==> src/rtl/tpst_pkg.sv <==
// Types and codes for the trajectory point search table.
// No dependencies.
package tpst_pkg;
  localparam logic [2:0] OP_APPEND  = 3'd0;
  localparam logic [2:0] OP_NEAREST = 3'd1;
  localparam logic [2:0] OP_MARGIN  = 3'd2;
  localparam logic [2:0] OP_TIME    = 3'd3;
  localparam logic [2:0] OP_CLEAR   = 3'd4;

  localparam logic [1:0] ST_OK    = 2'd0;
  localparam logic [1:0] ST_EMPTY = 2'd1;
  localparam logic [1:0] ST_FULL  = 2'd2;

  typedef struct packed {
    logic [2:0]         opcode;
    logic signed [23:0] point_x;
    logic signed [23:0] point_y;
    logic signed [23:0] time_value;
    logic [39:0]        margin;
  } req_t;

  typedef struct packed {
    logic [7:0] index;
    logic [1:0] status;
    logic [8:0] point_count;
  } rsp_t;
endpackage

==> src/rtl/tpst_front.sv <==
// Front end: two-entry request queue decoupling intake from the scan engine.
// Depends on tpst_pkg.
module tpst_front (
  input  logic            clk,
  input  logic            rst_n,
  input  logic            in_valid,
  output logic            in_ready,
  input  tpst_pkg::req_t  in_req,
  output logic            q_valid,
  input  logic            q_pop,
  output tpst_pkg::req_t  q_req
);
  import tpst_pkg::*;

  req_t       mem_r [2];
  logic       wp_r, rp_r;
  logic [1:0] cnt_r;
  logic       push;

  assign in_ready = (cnt_r != 2'd2);
  assign push     = in_valid && in_ready;
  assign q_valid  = (cnt_r != 2'd0);
  assign q_req    = mem_r[rp_r];

  always_ff @(posedge clk) begin
    if (push) mem_r[wp_r] <= in_req;
    if (!rst_n) begin
      wp_r  <= 1'b0;
      rp_r  <= 1'b0;
      cnt_r <= 2'd0;
    end else begin
      if (push) wp_r <= ~wp_r;
      if (q_pop) rp_r <= ~rp_r;
      cnt_r <= cnt_r + {1'b0, push} - {1'b0, q_pop};
    end
  end
endmodule

==> config.mk <==
export PLATFORM = sky130hd
export DESIGN_NAME = tpst_front
export DESIGN_NICKNAME = d
export VERILOG_FILES = /design/src/rtl/tpst_pkg.sv /design/src/rtl/tpst_front.sv
export SDC_FILE = /design/constraint.sdc
export NUM_CORES = 1
export LEC_CHECK = 0
export ABC_AREA = 1
export ABC_CLOCK_PERIOD_IN_PS = 7850
export BUFFER_PORTS_ARGS = -buffer_cell sky130_fd_sc_hd__clkbuf_2
export CAP_MARGIN = 0
export CORE_AREA = 2 2 136 138
export CTS_CLUSTER_SIZE = 28
export DETAILED_ROUTE_END_ITERATION = 10
export DIE_AREA = 0 0 138 140
export PLACE_DENSITY = 0.85
export SYNTH_ARGS = -nofsm -noshare
export SYNTH_HDL_FRONTEND = slang
export SYNTH_SLANG_ARGS = --single-unit
==> constraint.sdc <==
create_clock -name clk -period 7.85 [get_ports clk]
set_clock_uncertainty 0.1 [all_clocks]
set_input_delay 0 -clock clk [delete_from_list [all_inputs] [get_ports clk]]
set_output_delay 0 -clock clk [all_outputs]
set_load 0.05 [all_outputs]
==> reports/metrics.yaml, run 1 <==
final_layout:
  syn2layout_area_growth_pct: 37.7
  layout.nets: 884
  final_util: 0.675
  drive_gt1_frac: 0.492
  stdcell_count: 1011
logic_synthesis:
  avgSynthCellArea_um2: 22.3
  ys_async_sr_fraction: 0
  ys_ff_latch: 235
  synth-edff-count: 230
  ys.flop_type: "edfxtp_1"
  syn_area_um2: 8720
  synth_common_cells: "edfxtp_1, mux2_2, mux2_4"
  syn_nets: 511
  yosys_warnings: 0
  synth_top_cell_by_area: "edfxtp_1"
  syn_inst: 391
  yosysUniqueCellTypes: 13
  yosysMostFrequentCell: "edfxtp_1"
  seq_area_frac_synth: 0.804
  synth.area.top_cells: "edfxtp_1, mux2_4, mux2_2, dfxtp_1, buf_6"
  netlist.area_leader.share: 0.792
timing:
  min_period_ns: 3.12
  setup_tns_ns: 0
  timing.fmax_mhz: 321
  setup_viol: 0
  holdWs_ns: 0.118
  slew_headroom: 0.322
  finalHoldViolCount: 0
  worstMarginPinSlew_ns: 1.02
  layout_worst_path_cycle_share: 0.397
  rsz0062_at_grt: "no"
  final-max-slew-violation-count: 0
drt:
  wl_per_cell_um: 17.5
  num_vias: 4951
  route.detailed.drc: 0
  finalWirelength_um: 17700
  ant_nets: 0
  drt_iter0_drc: 255
  viasPerCell: 4.90
  dr.pass1.iters: 4
grt:
  grt_pass1_vias: 5289
  grt_pass1_wl_um: 27100
  grt_max_degree: 66
  grt_overflow_total: 0
  grt_antenna_before_repair: 1
  grt_usage: 0.175
place:
  dp.final_hpwl_um: 10300
  place.port_buffers: 235
  dp_cells: 847
  place_congestion: 0.754
die:
  coreArea_um2: 17800
  initial_core_util: 0.490
  num_rows: 49
  die_y_um: 140
  die_w_um: 138
  ios: 236
  die_area_um2: 19300
critical_path:
  worstSetupPathType: "flip-flop to output port"
  path_cells: "buf_4, mux2_2, clkbuf_2"
  cp_num_buf_inv: 2
  setup.worst_path.start_class: "flip-flop"
  cp.arrival_ns: 3.02
  required_ns: 7.75
  cp_slowest_stage_delay_ns: 0.87
  end_kind: "output port"
  critical_path.slowest_cell: "buf_4"
  path_max_fanout: 65
  critPathTopFamily: "buffers and inverters"
power_and_ir_drop:
  clkPwrFrac: 0.309
  switchingPower_mw: 0.888
  leakage_nw: 4.71
  p_int_mw: 2.25
  seq_power_share: 0.490
  combinationalPowerShare: 0.200
  power.total_mw: 3.14
  switching_share: 0.283
  cellPowerDensity_nw_per_um2: 261
  peakVddDrop_v: 0.000218
run_status:
  status: "finished clean"
cts:
  clk_latency_ns: 0.51
  clk_path_buf_depth: 3
  clk_pin_slew_worst_paths_ns: 0.06
  cts_made_buffers: 23
  htree_num_levels: 1
  cts_sinks: 235
  clockRootBuffer: "clkbuf_16"
  postCtsSetupBuffers: 0
  cts_tree: "yes"
min_path:
  hp-class: "input port to flip-flop"
flow_run:
  drv_cap: 0
state kept, by name, summed over array words and instances, names as in the netlist, named ones only:
name and flops:
cnt_r 2, mem_r 230, wp_r 1, rp_r 1
logic make-up after synthesis:
group           after synthesis  synth area share
flops                       235             0.804
xor+xnor                      1           0.00100
fa+ha+maj                     1           0.00143
compound gates                1          0.000573
buf+inv                      18            0.0146
mux                         115             0.170
simple gates                 20           0.00875
cells in the final DEF, fill, tap and decap left out, drive strengths merged, types with 5 or more instances in the layout:
cell | Yosys | routed
dfxtp | 5 | 5
nand2 | 12 | 12
mux2 | 115 | 115
dlygate4sd3 | 0 | 121
clkinv | 0 | 8
buf | 13 | 5
inv | 5 | 6
clkbuf | 0 | 267
edfxtp | 230 | 230
nor2 | 7 | 7
timing repair:
action                    CTS  global route
hold endpoints to repair  235             0
hold buffers              121             0
gates resized for setup     0             0
power by group through the flow:
| stage | clock network (mW) | registers (mW) | logic (mW) |
|---|---|---|---|
| after floorplan | 0 | 1.56 | 0.446 |
| after global placement | 0 | 1.56 | 0.563 |
| after detailed placement | 0 | 1.56 | 0.573 |
| after CTS | 0.986 | 1.54 | 0.626 |
| after global routing | 1.04 | 1.55 | 0.656 |
| final | 0.970 | 1.54 | 0.629 |
layer usage:
| metal | part of all wire | track usage | vias up |
|---|---|---|---|
| li1 | - | - | 2287 |
| met1 | 0.38 | 0.202 | 2416 |
| met4 | 0.023 | 0.0526 | 0 |
| met3 | 0.067 | 0.0414 | 38 |
| met2 | 0.53 | 0.326 | 210 |
| met5 | 0 | 0 | - |
layout make-up:
cell class / count / area (um2)
sequential: 235 / 7010
fill: 1113 / 5780
timing repair buffer: 361 / 2420
multi-input combinational: 138 / 1600
clock buffer: 32 / 609
tap: 229 / 287
clock inverter: 10 / 51.3
inverter: 5 / 18.8
antenna: 1 / 2.50
stage by stage:
step	setup WS (ns)	area (um2)
2_1_floorplan	1.34	8720
3_3_place_gp	5.24	10100
3_5_place_dp	5.10	10100
4_1_cts	4.74	12000
5_1_grt	4.57	12000
6_report	4.73	12000
worst register-to-register path, stage by stage, from the launching register on:
cell and delay [ns]:
dfxtp_1 0.36, inv_1 0.07, nand2_1 0.07, nand2_1 0.22, xnor2_1 0.30, ha_1 0.25, inv_1 0.07, nand2_1 0.05
nand2_1 0.08, a21oi_1 0.12, dlygate4sd3_1 0.56, nor2_1 0.04, dlygate4sd3_1 0.56
path summary, 6_finish.rpt:
kind | from | to | slack, ns | depth (start not counted)
setup reg to reg | cnt_r[0] | cnt_r[1] | 4.88 | 12
hold / removal | in_req[92] | mem_r[1][92] | 0.12 | 2
setup / recovery | flip-flop | q_req[29] | 4.73 | 3
hold reg to reg | rp_r | rp_r | 0.47 | 3
(Power assumes the default switching activity.)
==> run 2, diff against run 1 <==
ABC_CLOCK_PERIOD_IN_PS = 3100   (was 7850)
clock period = 3.1 ns   (was 7.85 ns; I/O delays follow)
==> reports/metrics.yaml, run 2 (synthesis gave the netlist of run 1 again) <==
run_status:
  status: "finished clean"  # unchanged
die:
  num_rows: 49  # unchanged
  die_y_um: 140  # unchanged
  coreArea_um2: 17800  # unchanged
  die_w_um: 138  # unchanged
  initial_core_util: 0.490  # unchanged
  die_area_um2: 19300  # unchanged
  ios: 236  # unchanged
critical_path:
  path_max_fanout: 25  # was 65
  setup.worst_path.start_class: "flip-flop"  # unchanged
  end_kind: "output port"  # unchanged
  cp_slowest_stage_delay_ns: 0.63  # was 0.87 ns
  required_ns: 3.00  # was 7.75 ns
  path_cells: "buf_4, mux2_2, clkbuf_2"  # unchanged
  cp.arrival_ns: 2.23  # was 3.02 ns
  critical_path.slowest_cell: "dfxtp_4"  # was buf_4
  critPathTopFamily: "buffers and inverters"  # unchanged
  worstSetupPathType: "flip-flop to output port"  # unchanged
  cp_num_buf_inv: 2  # unchanged
timing:
  worstMarginPinSlew_ns: 0.838  # was 1.02 ns
  finalHoldViolCount: 0  # unchanged
  min_period_ns: 2.33
  layout_worst_path_cycle_share: 0.752
  holdWs_ns: 0.119  # was 0.118 ns
  setup_tns_ns: 0  # unchanged
  slew_headroom: 0.441  # was 0.322
  timing.fmax_mhz: 429
  final-max-slew-violation-count: 0  # unchanged
  setup_viol: 0  # unchanged
  rsz0062_at_grt: "no"  # unchanged
grt:
  met3_usage: 0.0410  # was 0.0414
  grt_pass1_wl_um: 28600  # was 27100 um
  busiest_layer: "met2"  # unchanged
  grt_antenna_before_repair: 0  # was 1
  grt_use_met2: 0.352  # was 0.326
  grt_usage: 0.185  # was 0.175
  grt_max_degree: 62  # was 66
  gr-usage-met1: 0.212  # was 0.202
  grt_pass1_vias: 5462  # was 5289
  grt_overflow_total: 0  # unchanged
drt:
  dr.pass1.iters: 4  # unchanged
  route.detailed.drc: 0  # unchanged
  viasPerCell: 4.89  # was 4.90
  drt_iter0_drc: 250  # was 255
  num_vias: 4929  # was 4951
  wl_per_cell_um: 18.6  # was 17.5 um
  ant_nets: 0  # unchanged
  finalWirelength_um: 18700  # was 17700 um
final_layout:
  multi_input_area_um2: 1610  # was 1600 um2
  seq_area_um2: 7010  # unchanged
  mostFrequentLayoutCell: "clkbuf_2"  # unchanged
  antenna_cells: 0  # was 1
  reg_top3: "mem_r x230, cnt_r x2"  # unchanged
  largest_reg_flops: 230  # unchanged
  final_util: 0.676  # was 0.675
  drive_gt1_frac: 0.501  # was 0.492
  regMostFlops: "mem_r"  # unchanged
  syn2layout_area_growth_pct: 37.9  # was 37.7%
  fill_cells: 1139  # was 1113
  layout.nets: 884  # unchanged
  layout_common_cells: "clkbuf_2, edfxtp_1, dlygate4sd3_1"  # unchanged
cts:
  htree_num_levels: 1  # unchanged
  clk_pin_slew_worst_paths_ns: 0.06  # about the same
  clockRootBuffer: "clkbuf_16"  # unchanged
  cts_sinks: 235  # unchanged
  clk_latency_ns: 0.50  # was 0.51 ns
  clk_path_buf_depth: 3  # unchanged
  cts_tree: "yes"  # unchanged
  postCtsSetupBuffers: 0  # unchanged
  cts_made_buffers: 23  # unchanged
min_path:
  hp-class: "input port to flip-flop"  # unchanged
power_and_ir_drop:
  clkPwrFrac: 0.316  # was 0.309
  leakage_nw: 4.73  # was 4.71 nW
  switchingPower_mw: 2.27  # was 0.888 mW
  peakVddDrop_v: 0.000666  # was 0.000218 V
  switching_share: 0.283  # about the same
  seq_power_share: 0.485  # was 0.490
  combinationalPowerShare: 0.200  # about the same
  p_int_mw: 5.76  # was 2.25 mW
  cellPowerDensity_nw_per_um2: 668  # was 261 nW/um2
place:
  dp.final_hpwl_um: 10600  # was 10300 um
  place_congestion: 0.749  # was 0.754
  place.port_buffers: 235  # unchanged
flow_run:
  drv_cap: 0  # unchanged
==> run 2: final timing paths <==
kind / from / endpoint / slack [ns] / depth (start not counted)
setup / recovery: flip-flop / q_req[0] / 0.77 / 3
hold / removal: in_req[19] / mem_r[1][19] / 0.12 / 2
setup reg to reg: cnt_r[0] / cnt_r[0] / 1.13 / 8
hold reg to reg: rp_r / rp_r / 0.41 / 2
==> run 2: metrics by stage <==
step	power (mW)	worst slack [ns]	cells	area (um2)
final	8.03	0.769	1007	12000
after global routing	8.31	0.690	1007	12000
after CTS	8.05	0.773	1007	12000
after detailed placement	5.42	1.19	849	10200
after global placement	5.37	1.28	849	10200
after floorplan	5.06	0.0361	391	8740
==> run 2: power by group through the flow <==
stage	combinational (mW)	clock [mW]	sequential, mW
2_1_floorplan	1.14	0	3.92
3_3_place_gp	1.44	0	3.93
3_5_place_dp	1.46	0	3.95
4_1_cts	1.59	2.57	3.89
5_1_grt	1.67	2.73	3.91
6_report	1.60	2.53	3.89
==> run 2: repair_timing <==
action	CTS	global route
hold buffers	119	0
resized for setup	0	0
hold endpoints to repair	235	0
==> run 2: area by class of cell <==
cell class / count / share of cell area
multi-input cells: 138 / 0.134
repair buffers: 361 / 0.202
flip-flops and latches: 235 / 0.583
clock inverters: 10 / 0.00604
clock buffers: 29 / 0.0497
well taps: 229 / 0.0238
inverters: 5 / 0.00156
==> run 2: metal layers <==
| layer | share of wire | vias up |
|---|---|---|
| met5 | 0 | - |
| met4 | 0.016 | 0 |
| met3 | 0.058 | 26 |
| met2 | 0.55 | 194 |
| met1 | 0.38 | 2430 |
| li1 | - | 2279 |
==> run 3, diff against run 2 <==
ABC_AREA = 0   (was 1)
ABC_CLOCK_PERIOD_IN_PS = 2100   (was 3100)
CORE_AREA = 2 2 140 142   (was 2 2 136 138)
DIE_AREA = 0 0 142 144   (was 0 0 138 140)
clock period = 2.1 ns   (was 3.1 ns; I/O delays follow)
==> reports/metrics.yaml, run 3 <==
grt:
  grt_usage: 0.172  # was 0.185
  grt_pass1_vias: 5396  # was 5462
  gr-usage-met1: 0.198  # was 0.212
  grt_antenna_before_repair: 1  # was 0
  busiest_layer: "met2"  # unchanged
  grt_pass1_wl_um: 27300  # was 28600 um
  grt_use_met2: 0.323  # was 0.352
  met3_usage: 0.0374  # was 0.0410
  grt_overflow_total: 0  # unchanged
  grt_max_degree: 86  # was 62
timing:
  layout_setup_ws_ns: 0.141  # was 0.769 ns
  setup_tns_ns: 0  # unchanged
  min_period_ns: 1.96
  worstMarginPinSlew_ns: 0.521  # was 0.838 ns
  slew_headroom: 0.652  # was 0.441
  layout_worst_path_cycle_share: 0.933
  setup_viol: 0  # unchanged
  final-max-slew-violation-count: 0  # unchanged
  rsz0062_at_grt: "no"  # unchanged
  finalHoldViolCount: 0  # unchanged
  timing.fmax_mhz: 510
drt:
  finalWirelength_um: 18300  # was 18700 um
  ant_nets: 0  # unchanged
  drt_iter0_drc: 207  # was 250
  wl_per_cell_um: 18.0  # was 18.6 um
  viasPerCell: 4.89  # about the same
  num_vias: 4967  # was 4929
  route.detailed.drc: 0  # unchanged
  dr.pass1.iters: 6  # was 4
critical_path:
  worstSetupPathType: "flip-flop to output port"  # unchanged
  reg2reg_from: "cnt_r[0]"  # unchanged
  path_max_fanout: 20  # was 25
  required_ns: 2.00  # was 3.00 ns
  setup.worst_path.start_class: "flip-flop"  # unchanged
  reg2reg_to: "cnt_r[0]"  # unchanged
  r2r_cells: 6  # was 8
  r2r_setup_slack_ns: 0.18  # was 1.13 ns
  cp.arrival_ns: 1.86  # was 2.23 ns
  end_kind: "output port"  # unchanged
die:
  die_y_um: 144  # was 140 um
  die_w_um: 142  # was 138 um
  ios: 236  # unchanged
  num_rows: 51  # was 49
  die_area_um2: 20400  # was 19300 um2
  initial_core_util: 0.459  # was 0.490
  coreArea_um2: 19100  # was 17800 um2
power_and_ir_drop:
  combinationalPowerShare: 0.215  # was 0.200
  switchingPower_mw: 3.48  # was 2.27 mW
  leakage_nw: 4.77  # was 4.73 nW
  seq_power_share: 0.465  # was 0.485
  cellPowerDensity_nw_per_um2: 1010  # was 668 nW/um2
  p_int_mw: 8.84  # was 5.76 mW
  peakVddDrop_v: 0.000629  # was 0.000666 V
  switching_share: 0.283  # about the same
  clkPwrFrac: 0.321  # was 0.316
logic_synthesis:
  syn_nets: 506  # was 511
  yosysMostFrequentCell: "edfxtp_1"  # unchanged
  synth.area.top_cells: "edfxtp_1, mux2_4, mux2_2, dfxtp_1, buf_6"  # unchanged
  synth_common_cells: "edfxtp_1, mux2_2, mux2_4"  # unchanged
  avgSynthCellArea_um2: 22.7  # was 22.3 um2
  ys_async_sr_fraction: 0  # unchanged
  yosysUniqueCellTypes: 24  # was 13
  ys_ff_latch: 235  # unchanged
  syn_area_um2: 8760  # was 8720 um2
  netlist.area_leader.share: 0.788  # was 0.792
  syn_inst: 386  # was 391
  synth-edff-count: 230  # unchanged
  ys.flop_type: "edfxtp_1"  # unchanged
  synth_top_cell_by_area: "edfxtp_1"  # unchanged
  seq_area_frac_synth: 0.799  # was 0.804
  yosys_warnings: 0  # unchanged
place:
  place_area_um2: 10300  # was 10200 um2
  place.port_buffers: 235  # unchanged
  place_ws_ns: 0.461  # was 1.19 ns
  dp.final_hpwl_um: 10800  # was 10600 um
  place_congestion: 0.710  # was 0.749
cts:
  ctsResizeCount: 0  # unchanged
  cts_tree: "yes"  # unchanged
  postCtsSetupBuffers: 0  # unchanged
  clk_pin_slew_worst_paths_ns: 0.06  # about the same
  cts_sinks: 235  # unchanged
  htree_num_levels: 1  # unchanged
  cts_made_buffers: 23  # unchanged
  clk_path_buf_depth: 3  # unchanged
  clockRootBuffer: "clkbuf_16"  # unchanged
  clk_latency_ns: 0.49  # was 0.50 ns
final_layout:
  fill_cells: 1265  # was 1139
  reg_top3: "mem_r x230, cnt_r x2"  # unchanged
  layout.nets: 880  # was 884
  regMostFlops: "mem_r"  # unchanged
  mostFrequentLayoutCell: "clkbuf_2"  # unchanged
  layout_common_cells: "clkbuf_2, edfxtp_1, dlygate4sd3_1"  # unchanged
  final_util: 0.640  # was 0.676
  drive_gt1_frac: 0.509  # was 0.501
  largest_reg_flops: 230  # unchanged
  stdcell_area_um2: 12200  # was 12000 um2
  syn2layout_area_growth_pct: 39.2  # was 37.9%
min_path:
  hp-start: "in_req[71]"  # was in_req[19]
  hp-class: "input port to flip-flop"  # unchanged
  worstHoldEndpoint: "mem_r[0][71]"  # was mem_r[1][19]
  whs_path_depth: 2  # unchanged
flow_run:
  drv_cap: 0  # unchanged
run_status:
  status: "finished clean"  # unchanged
[run 3: changes by cell type in the layout (fill, tap and decap cells not counted), moves of 2 or more]
cell      before  now
clkbuf_8       0    3
inv_1          5    1
buf_12         1    5
nor2_1         5    0
nand2_2        2    0
and2_1         0    3
nand2_1       10    2
clkinv_2       3    0
nor2_4         2    0
dfxtp_2        0    2
nand3b_1       0    2
dfxtp_1        4    2
buf_4          6    2
[run 3: area by class of cell]
class                   count  area, um2  area share
well taps                 238        298      0.0244
repair buffers            362       2490       0.204
inverters                   2       11.3    0.000923
clock inverters             9       91.3     0.00749
diodes                      1       2.50    0.000205
multi-input cells         136       1650       0.136
flip-flops and latches    235       7010       0.575
clock buffers              32        639      0.0524
[run 3: worst max-delay path by stage]
stage,startpoint,to,depth (start not counted)
5_1_grt,flip-flop,q_req[0],3
6_report,flip-flop,q_req[0],3
4_1_cts,flip-flop,q_req[52],3
2_1_floorplan,cnt_r[0],mem_r[0][0],3
3_5_place_dp,cnt_r[0],cnt_r[1],7
3_3_place_gp,cnt_r[0],mem_r[1][105],3
[run 3: power by group through the flow]
| stage | logic [mW] | clock network [mW] | registers (mW) |
|---|---|---|---|
| finish | 2.65 | 3.95 | 5.73 |
| global route | 2.77 | 4.27 | 5.76 |
| CTS | 2.65 | 4.02 | 5.73 |
| detailed placement | 2.46 | 0 | 5.83 |
| global placement | 2.41 | 0 | 5.79 |
| floorplan | 1.89 | 0 | 5.81 |
[run 3: worst max-delay path: stages, from the launching register on]
cell and delay [ns]:
dfxtp_4 0.38, buf_4 0.35, mux2_2 0.39, clkbuf_2 0.24
[run 3: per-layer routing]
| layer | wire (um) | part of all wire |
|---|---|---|
| met5 | 0 | 0 |
| met4 | 370 | 0.020 |
| met3 | 1070 | 0.059 |
| met2 | 9830 | 0.54 |
| met1 | 6990 | 0.38 |
[run 3: cells by family (layout without fill, tap and decap cells)]
| logic type | count (synthesis) | after routing | share of synthesized area |
|---|---|---|---|
| buf+inv | 15 | 405 | 0.0133 |
| simple gates | 12 | 12 | 0.00842 |
| fa+ha+maj | 1 | 1 | 0.00143 |
| xor+xnor | 2 | 2 | 0.00200 |
| mux | 116 | 116 | 0.170 |
| flops | 235 | 235 | 0.799 |
| other cells | 0 | 1 | 0 |
| compound gates | 5 | 5 | 0.00514 |
[run 3: per-stage QoR]
stage               cells  hold WS, ns  power, mW
floorplan             386     -0.00113       7.69
global placement      853       0.0897       8.21
detailed placement    853       0.0930       8.28
CTS                  1014        0.115       12.4
global route         1015        0.129       12.8
finish               1015        0.134       12.3
[run 3: repair_timing]
item                       in CTS  in global routing
setup endpoints to repair       0                  0
hold buffers                  120                  0
hold endpoints to repair      235                  0
